[src/sbcr_pkg.sv]
`default_nettype none

package sbcr_pkg;

    localparam int STATION_COUNT = 5;
    localparam int TABLE_DEPTH   = 128;
    localparam int MAX_EXPONENT  = 10;

    localparam int AW = (TABLE_DEPTH > 1) ? $clog2(TABLE_DEPTH) : 1;
    localparam int FW = $clog2(TABLE_DEPTH + 1);
    localparam int TW = $clog2(MAX_EXPONENT + 1);
    localparam int CW = $clog2(STATION_COUNT + 1);

    localparam logic [2:0] SUCCESS_CAP = 3'd5;

    typedef enum logic {
        OP_LOAD = 1'b0,
        OP_SLOT = 1'b1
    } t_opcode;

    typedef enum logic [2:0] {
        OC_IDLE      = 3'd0,
        OC_SUCCESS   = 3'd1,
        OC_COLLISION = 3'd2,
        OC_LOADED    = 3'd3,
        OC_DROPPED   = 3'd4
    } t_outcome;

    typedef enum logic [1:0] {
        S_IDLE,
        S_LOAD,
        S_MATCH,
        S_RESOLVE
    } t_state;

    typedef struct packed {
        t_opcode     opcode;
        logic [30:0] random_word;
    } t_in;

    typedef struct packed {
        t_outcome    outcome;
        logic [2:0]  winner;
        logic [2:0]  contenders;
        logic [31:0] slot_number;
        logic [2:0]  successes;
        logic        all_done;
    } t_out;

    typedef struct packed {
        logic        capture;
        logic [31:0] slot;
        logic [31:0] base;
        logic [30:0] word;
    } t_cell_bus;

    typedef struct packed {
        logic match;
        logic take;
        logic done;
    } t_cell_stat;

endpackage

`default_nettype wire

[src/slotted_backoff_collision_resolver.sv]
// Channel  | Ports                     | Transfer
// ---------+---------------------------+----------------------------------
// item in  | start, busy, i_item       | edge with start high, busy low
// result   | strobe, o_result          | edge ending the cycle strobe is high
//
// From item to result transfer, a load item passes S_LOAD and the strobe register; a slot
// item without collision passes S_MATCH and the strobe register; one with a collision passes
// S_MATCH, then S_RESOLVE while a token walks the station cells one per cycle, then the
// strobe register; each colliding cell takes one table word from the single table read port.
// busy is low in the strobe cycle. Synchronous active-low reset clears all station state,
// fill, cursor and slot. The table needs no clearing pass; the receiver cannot stall.
`default_nettype none

module slotted_backoff_collision_resolver import sbcr_pkg::*; (
    input  wire      i_clk,
    input  wire      i_rst_n,
    input  wire      start,
    output logic     busy,
    input  wire t_in i_item,
    output logic     strobe,
    output t_out     o_result
);

    t_state        r_state, n_state;
    t_in           r_in;
    logic [FW-1:0] r_fill, n_fill;
    logic [AW-1:0] r_cursor, n_cursor;
    logic [31:0]   r_cur_slot, n_cur_slot;
    logic [2:0]    r_success, n_success;
    t_out          r_out, n_out;
    logic          r_strobe, n_strobe;
    logic [30:0]   r_rd;
    logic [30:0]   r_mem [TABLE_DEPTH];

    t_cell_bus                w_bus;
    t_cell_stat               w_stat [STATION_COUNT];
    logic [STATION_COUNT:0]   w_tok;
    logic [STATION_COUNT-1:0] w_match, w_take, w_done, w_win;
    logic [CW-1:0]            w_count;
    logic [2:0]               w_first;
    logic                     w_we, w_capture, w_inject;
    logic [FW-1:0]            w_cur_next;

    assign busy = (r_state != S_IDLE);

    genvar g;
    generate
        for (g = 0; g < STATION_COUNT; g++) begin : g_cell
            sbcr_cell u_cell (
                .i_clk   (i_clk),
                .i_rst_n (i_rst_n),
                .i_bus   (w_bus),
                .i_token (w_tok[g]),
                .i_win   (w_win[g]),
                .o_token (w_tok[g+1]),
                .o_stat  (w_stat[g])
            );
            assign w_match[g] = w_stat[g].match;
            assign w_take[g]  = w_stat[g].take;
            assign w_done[g]  = w_stat[g].done;
        end
    endgenerate

    assign w_tok[0] = w_inject;

    always_comb begin
        w_count = '0;
        w_first = '0;
        for (int i = STATION_COUNT - 1; i >= 0; i--) begin
            w_count = w_count + CW'(w_match[i]);
            if (w_match[i]) begin
                w_first = 3'(i);
            end
        end
    end

    always_comb begin
        w_bus.capture = w_capture;
        w_bus.slot    = r_cur_slot;
        w_bus.base    = r_cur_slot;
        w_bus.word    = (r_fill == '0) ? '0 : r_rd;
    end

    always_comb begin
        n_state = r_state;
        case (r_state)
            S_IDLE: begin
                if (start) begin
                    n_state = (i_item.opcode == OP_LOAD) ? S_LOAD : S_MATCH;
                end
            end
            S_LOAD: begin
                n_state = S_IDLE;
            end
            S_MATCH: begin
                n_state = (w_count > CW'(1)) ? S_RESOLVE : S_IDLE;
            end
            S_RESOLVE: begin
                if (w_tok[STATION_COUNT]) begin
                    n_state = S_IDLE;
                end
            end
            default: begin
                n_state = S_IDLE;
            end
        endcase
    end

    always_comb begin
        n_fill     = r_fill;
        n_cursor   = r_cursor;
        n_cur_slot = r_cur_slot;
        n_success  = r_success;
        n_out      = r_out;
        n_strobe   = 1'b0;
        w_we       = 1'b0;
        w_capture  = 1'b0;
        w_inject   = 1'b0;
        w_win      = '0;
        w_cur_next = FW'(r_cursor) + FW'(1);
        case (r_state)
            S_LOAD: begin
                n_out             = '0;
                n_strobe          = 1'b1;
                if (r_fill < FW'(TABLE_DEPTH)) begin
                    w_we          = 1'b1;
                    n_fill        = r_fill + FW'(1);
                    n_out.outcome = OC_LOADED;
                end else begin
                    n_out.outcome = OC_DROPPED;
                end
            end
            S_MATCH: begin
                w_capture         = 1'b1;
                n_cur_slot        = r_cur_slot + 32'd1;
                n_out             = '0;
                n_out.slot_number = r_cur_slot;
                n_out.contenders  = 3'(w_count);
                if (w_count == CW'(1)) begin
                    n_out.outcome = OC_SUCCESS;
                    n_out.winner  = w_first;
                    w_win         = w_match;
                    n_strobe      = 1'b1;
                    if (r_success < SUCCESS_CAP) begin
                        n_success = r_success + 3'd1;
                    end
                end else if (w_count > CW'(1)) begin
                    n_out.outcome = OC_COLLISION;
                    w_inject      = 1'b1;
                end else begin
                    n_out.outcome = OC_IDLE;
                    n_strobe      = 1'b1;
                end
            end
            S_RESOLVE: begin
                if ((|w_take) && (r_fill != '0)) begin
                    n_cursor = (w_cur_next >= r_fill) ? '0 : w_cur_next[AW-1:0];
                end
                if (w_tok[STATION_COUNT]) begin
                    n_strobe = 1'b1;
                end
            end
            default: begin
            end
        endcase
    end

    always_ff @(posedge i_clk) begin
        if (!i_rst_n) begin
            r_state    <= S_IDLE;
            r_fill     <= '0;
            r_cursor   <= '0;
            r_cur_slot <= '0;
            r_success  <= '0;
            r_strobe   <= 1'b0;
        end else begin
            r_state    <= n_state;
            r_fill     <= n_fill;
            r_cursor   <= n_cursor;
            r_cur_slot <= n_cur_slot;
            r_success  <= n_success;
            r_strobe   <= n_strobe;
        end
    end

    always_ff @(posedge i_clk) begin
        r_out <= n_out;
        if (start && !busy) begin
            r_in <= i_item;
        end
    end

    always_ff @(posedge i_clk) begin
        if (w_we) begin
            r_mem[r_fill[AW-1:0]] <= r_in.random_word;
        end
        r_rd <= r_mem[n_cursor];
    end

    assign strobe = r_strobe;

    always_comb begin
        o_result           = r_out;
        o_result.successes = r_success;
        o_result.all_done  = &w_done;
    end

    a_strobe_after_work: assert property (@(posedge i_clk) disable iff (!i_rst_n)
        strobe |-> $past(r_state) != S_IDLE)
        else $error("result transfer without work");

    a_one_token: assert property (@(posedge i_clk) disable iff (!i_rst_n)
        $onehot0(w_tok))
        else $error("more than one token in the cell row");

    a_cursor_in_fill: assert property (@(posedge i_clk) disable iff (!i_rst_n)
        (r_fill != '0) |-> (FW'(r_cursor) < r_fill))
        else $error("cursor beyond filled table");

    a_take_in_resolve: assert property (@(posedge i_clk) disable iff (!i_rst_n)
        (|w_take) |-> r_state == S_RESOLVE)
        else $error("table word taken outside resolution");

endmodule

`default_nettype wire

[src/sbcr_cell.sv]
`default_nettype none

module sbcr_cell import sbcr_pkg::*; (
    input  wire            i_clk,
    input  wire            i_rst_n,
    input  wire t_cell_bus i_bus,
    input  wire            i_token,
    input  wire            i_win,
    output logic           o_token,
    output t_cell_stat     o_stat
);

    logic [31:0]   r_attempt;
    logic [TW-1:0] r_tally;
    logic          r_done;
    logic          r_hit;
    logic          r_token;

    logic          w_match;
    logic [TW-1:0] n_tally;
    logic [30:0]   w_mask;
    logic [31:0]   n_attempt;

    assign w_match = !r_done && (r_attempt == i_bus.slot);

    always_comb begin
        n_tally   = (r_tally < TW'(MAX_EXPONENT)) ? r_tally + 1'b1 : r_tally;
        w_mask    = (31'(1) << n_tally) - 31'(1);
        n_attempt = {1'b0, i_bus.word & w_mask} + i_bus.base;
    end

    always_ff @(posedge i_clk) begin
        if (!i_rst_n) begin
            r_attempt <= '0;
            r_tally   <= '0;
            r_done    <= 1'b0;
            r_hit     <= 1'b0;
            r_token   <= 1'b0;
        end else begin
            r_token <= i_token;
            if (i_bus.capture) begin
                r_hit <= w_match;
            end
            if (i_win) begin
                r_done <= 1'b1;
            end
            if (r_token && r_hit) begin
                r_tally   <= n_tally;
                r_attempt <= n_attempt;
            end
        end
    end

    assign o_token      = r_token;
    assign o_stat.match = w_match;
    assign o_stat.take  = r_token && r_hit;
    assign o_stat.done  = r_done;

    a_take_needs_hit: assert property (@(posedge i_clk) disable iff (!i_rst_n)
        o_stat.take |-> r_hit && r_token)
        else $error("take without a captured hit");

    a_done_sticks: assert property (@(posedge i_clk) disable iff (!i_rst_n)
        r_done |=> r_done)
        else $error("done flag cleared");

    a_win_needs_match: assert property (@(posedge i_clk) disable iff (!i_rst_n)
        i_win |-> w_match && i_bus.capture)
        else $error("win on a non-matching cell");

endmodule

`default_nettype wire
[config.mk]
export PLATFORM = sky130hd
export DESIGN_NAME = slotted_backoff_collision_resolver
export DESIGN_NICKNAME = d
export VERILOG_FILES = /design/src/sbcr_pkg.sv /design/src/slotted_backoff_collision_resolver.sv /design/src/sbcr_cell.sv
export SDC_FILE = /design/constraint.sdc
export NUM_CORES = 2
export LEC_CHECK = 0
export BUFFER_PORTS_ARGS = -buffer_cell sky130_fd_sc_hd__buf_4
export CORE_MARGIN = 5
export CORE_UTILIZATION = 35
export DETAILED_ROUTE_END_ITERATION = 10
export MAX_ROUTING_LAYER = met4
export SLEW_MARGIN = 20
export SYNTH_ARGS = -nofsm -noshare
export SYNTH_HDL_FRONTEND = slang
export SYNTH_SLANG_ARGS = --single-unit
[constraint.sdc]
create_clock -name i_clk -period 6.7 [get_ports i_clk]
set_input_delay 1.34 -clock i_clk [delete_from_list [all_inputs] [get_ports i_clk]]
set_output_delay 1.34 -clock i_clk [all_outputs]
set_load 0.005 [all_outputs]
==> results.toml <==
[critical_path]
arrival_ns = 7.11
worstPathMaxFanout = 29
worstPathRequired_ns = 7.52
path_class = "reg2reg"
ff2ff_path_depth = 15
endpoint_kind = "flop"
critPathLaunchType = "flop"

[logic_synthesis]
ys_ff_latch = 3279
ys_types = 93
yosysMostFrequentCell = "edfxtp_1"
netlist_instances = 10500
synth_common_cells = "edfxtp_1 (3008), nand2_1 (1814), a21oi_1 (660)"
ys_seq_area_frac = 0.686
ys_warn_count = 0
synth_top_area_frac = 0.647
syn_area_sq_um = 140000
synth-main-ff-cell = "edfxtp_1"
async_flop_share = 0
synth.area.top_cells = "edfxtp_1 (65%), nand2_1 (4.9%), dfxtp_1 (3.9%), mux2i_1 (3.8%), a21oi_1 (2.4%)"
syn-mean-instance-area_sq_um = 13.3
synth_top_area_cell = "edfxtp_1"
synth_edf_count = 3008

[final_layout]
areaGrowthSynthToFinish_pct = 14.0
fin_util = 0.399
drive_gt1_frac = 0.124
nets = 10900

[routing]
drc = 0
num_vias = 89200
drt_wl_total_mm = 414
drtAntennaViolNets = 0
vias_per_cell = 5.50
drt-wirelength-per-cell_microns = 25.6
drt_iter0_markers = 9879
first_pass_iters = 8

[placement]
post-dp-hpwl_mm = 248
portBuffers = 73
place_congestion = 0.870

[clock_tree]
cts.repair.resized = 0
htreeDepth = 5
holdBufCountCts = 0
cts_tree = "yes"
clk_pin_slew_ns = 0.06
numCtsBuffers = 346
cts-root-buf = "clkbuf_16"
cts_sinks = 3279
cts_setup_buffers = 0
clock_latency_ns = 0.94
ctsLongestPathBuffers = 4

[timing]
hold_viol = 0
fmax_ghz = 0.159
worstMarginPinSlew_ns = 1.23
slew_viol_final = 0
setup-violations-final = 0
skew_ns = 0.0556
tns_ns = 0
whs_ns = 0.462
slew_headroom = 0.171
final.min_clock_period_ns = 6.29
finalCritPeriodShare = 0.939
rsz0062_at_grt = "no"

[min_path]
hold_depth = 2
hold_path.class = "reg2reg"

[status]
status = "completed"

[die]
die_area_sq_um = 412000
fp.dieH_microns = 642
ios = 82
num_rows = 232
core_sq_um = 398000
die_w_microns = 642
start_util = 0.351

[power]
powerDensity_nw_per_um2 = 286
p_leak_uw = 0.0525
vdd_drop_max_mv = 0.193

[grt]
grt.total_usage = 0.201
grt_max_degree = 118
antenna_found_initial = 24
first_global_vias = 84400
globalRouteOverflowTotal = 0
grt_pass1_wl_mm = 596

[flow_run]
maxCapViolations = 0
where the power goes:
| group | internal, uW | leakage (uW) | switching (uW) |
|---|---|---|---|
| Clock | 10900 | 0.00538 | 7990 |
| Combinational | 642 | 0.0179 | 2370 |
| Sequential | 23400 | 0.0293 | 246 |
registers in the layout, indices dropped and copies added, names as in the netlist:
| signal | count |
|---|---|
| r_fill | 8 |
| r_state | 2 |
| r_mem | 2944 |
| r_in | 23 |
| r_cursor | 7 |
| g_cell.u_cell.o_token | 5 |
| g_cell.u_cell.r_done | 5 |
| r_success | 3 |
| o_result | 41 |
| r_cur_slot | 32 |
| g_cell.u_cell.r_attempt | 160 |
| g_cell.u_cell.r_tally | 20 |
| r_rd | 23 |
| strobe | 1 |
| g_cell.u_cell.r_hit | 5 |
final cells by class:
type | instances | area [sq um]
clock buffers | 448 | 9340
fillers | 36900 | 239000
flip-flops and latches | 3279 | 95800
repair buffers | 544 | 4720
inverters | 72 | 275
multi-input cells | 6409 | 40600
diodes | 17 | 42.5
well taps | 5265 | 6590
clock inverters | 176 | 1700
path summary, 6_finish.rpt:
check,start,to,slack [ns]
worst max-delay path,r_cursor[0],r_rd[22],0.41
worst min-delay path,g_cell[1].u_cell.r_attempt[22],g_cell[1].u_cell.r_attempt[22],0.46
worst max register to register,r_cursor[0],r_rd[22],0.41
worst min register to register,g_cell[1].u_cell.r_attempt[22],g_cell[1].u_cell.r_attempt[22],0.46
placed cells by master, fill, tap and decap left out, types with 40 or more instances in the layout:
master | synthesis | routed
inv_1 | 72 | 71
nand4_1 | 92 | 92
a211oi_1 | 64 | 64
nor3_1 | 141 | 134
mux4_2 | 133 | 133
clkbuf_1 | 349 | 82
a311oi_1 | 79 | 79
xnor2_1 | 157 | 157
nor2_1 | 498 | 375
o221ai_1 | 180 | 180
clkinv_1 | 0 | 68
o22ai_1 | 121 | 121
clkinv_2 | 0 | 46
buf_12 | 0 | 51
and3_1 | 118 | 118
xor2_1 | 176 | 176
clkbuf_16 | 0 | 355
a21oi_1 | 660 | 658
and2_1 | 61 | 60
buf_4 | 41 | 493
edfxtp_1 | 3008 | 3008
conb_1 | 1 | 40
dfxtp_1 | 271 | 271
ha_1 | 185 | 183
a31oi_1 | 111 | 111
nor4_1 | 55 | 55
a21o_1 | 63 | 62
o21ai_0 | 245 | 245
nor2_2 | 0 | 117
nand2_1 | 1814 | 1807
nand3_1 | 477 | 475
mux2i_1 | 530 | 530
per-stage QoR:
step	power, uW	setup WS [ns]	area [sq um]	instances
finish	45600	0.412	159000	16200
global route	46900	0.112	159000	16200
CTS	45800	0.523	159000	16200
detailed placement	27100	0.586	148000	15600
global placement	27100	0.471	148000	15600
floorplan	25400	1.61	140000	10600
logic make-up (layout without fill, tap and decap cells):
family | count (synthesis) | after routing | share of synthesized area
buffers and inverters | 870 | 1240 | 0.0279
XOR/XNOR | 333 | 333 | 0.0209
multiplexers | 668 | 668 | 0.0599
AO/OA/AOI/OAI | 1793 | 1793 | 0.0825
other | 1 | 57 | 0.0000269
flip-flops | 3279 | 3279 | 0.686
adder cells (fa/ha/maj) | 192 | 192 | 0.0176
AND/OR/NAND/NOR | 3383 | 3383 | 0.105
critical path, cell delays in order (launching register included):
cell       delay [ns]
dfxtp_1          0.51
ha_1             0.30
inv_1            0.10
nand2_1          0.10
nand2_1          0.12
ha_1             0.32
a211oi_1         0.23
o21ai_0          0.28
a211oi_1         0.69
a21o_4           0.65
buf_4            0.50
mux4_2           0.28
a21oi_1          0.06
o21ai_0          0.85
nand4_1          0.72
o2111ai_1        0.41
layer usage:
| layer | track usage | part of all wire | routed length (microns) |
|---|---|---|---|
| met4 | 0.0614 | 0.033 | 13500 |
| met5 | - | 0 | 0 |
| met1 | 0.272 | 0.42 | 173000 |
| met2 | 0.313 | 0.47 | 193000 |
| met3 | 0.0299 | 0.083 | 34400 |
(Power assumes the default switching activity.)
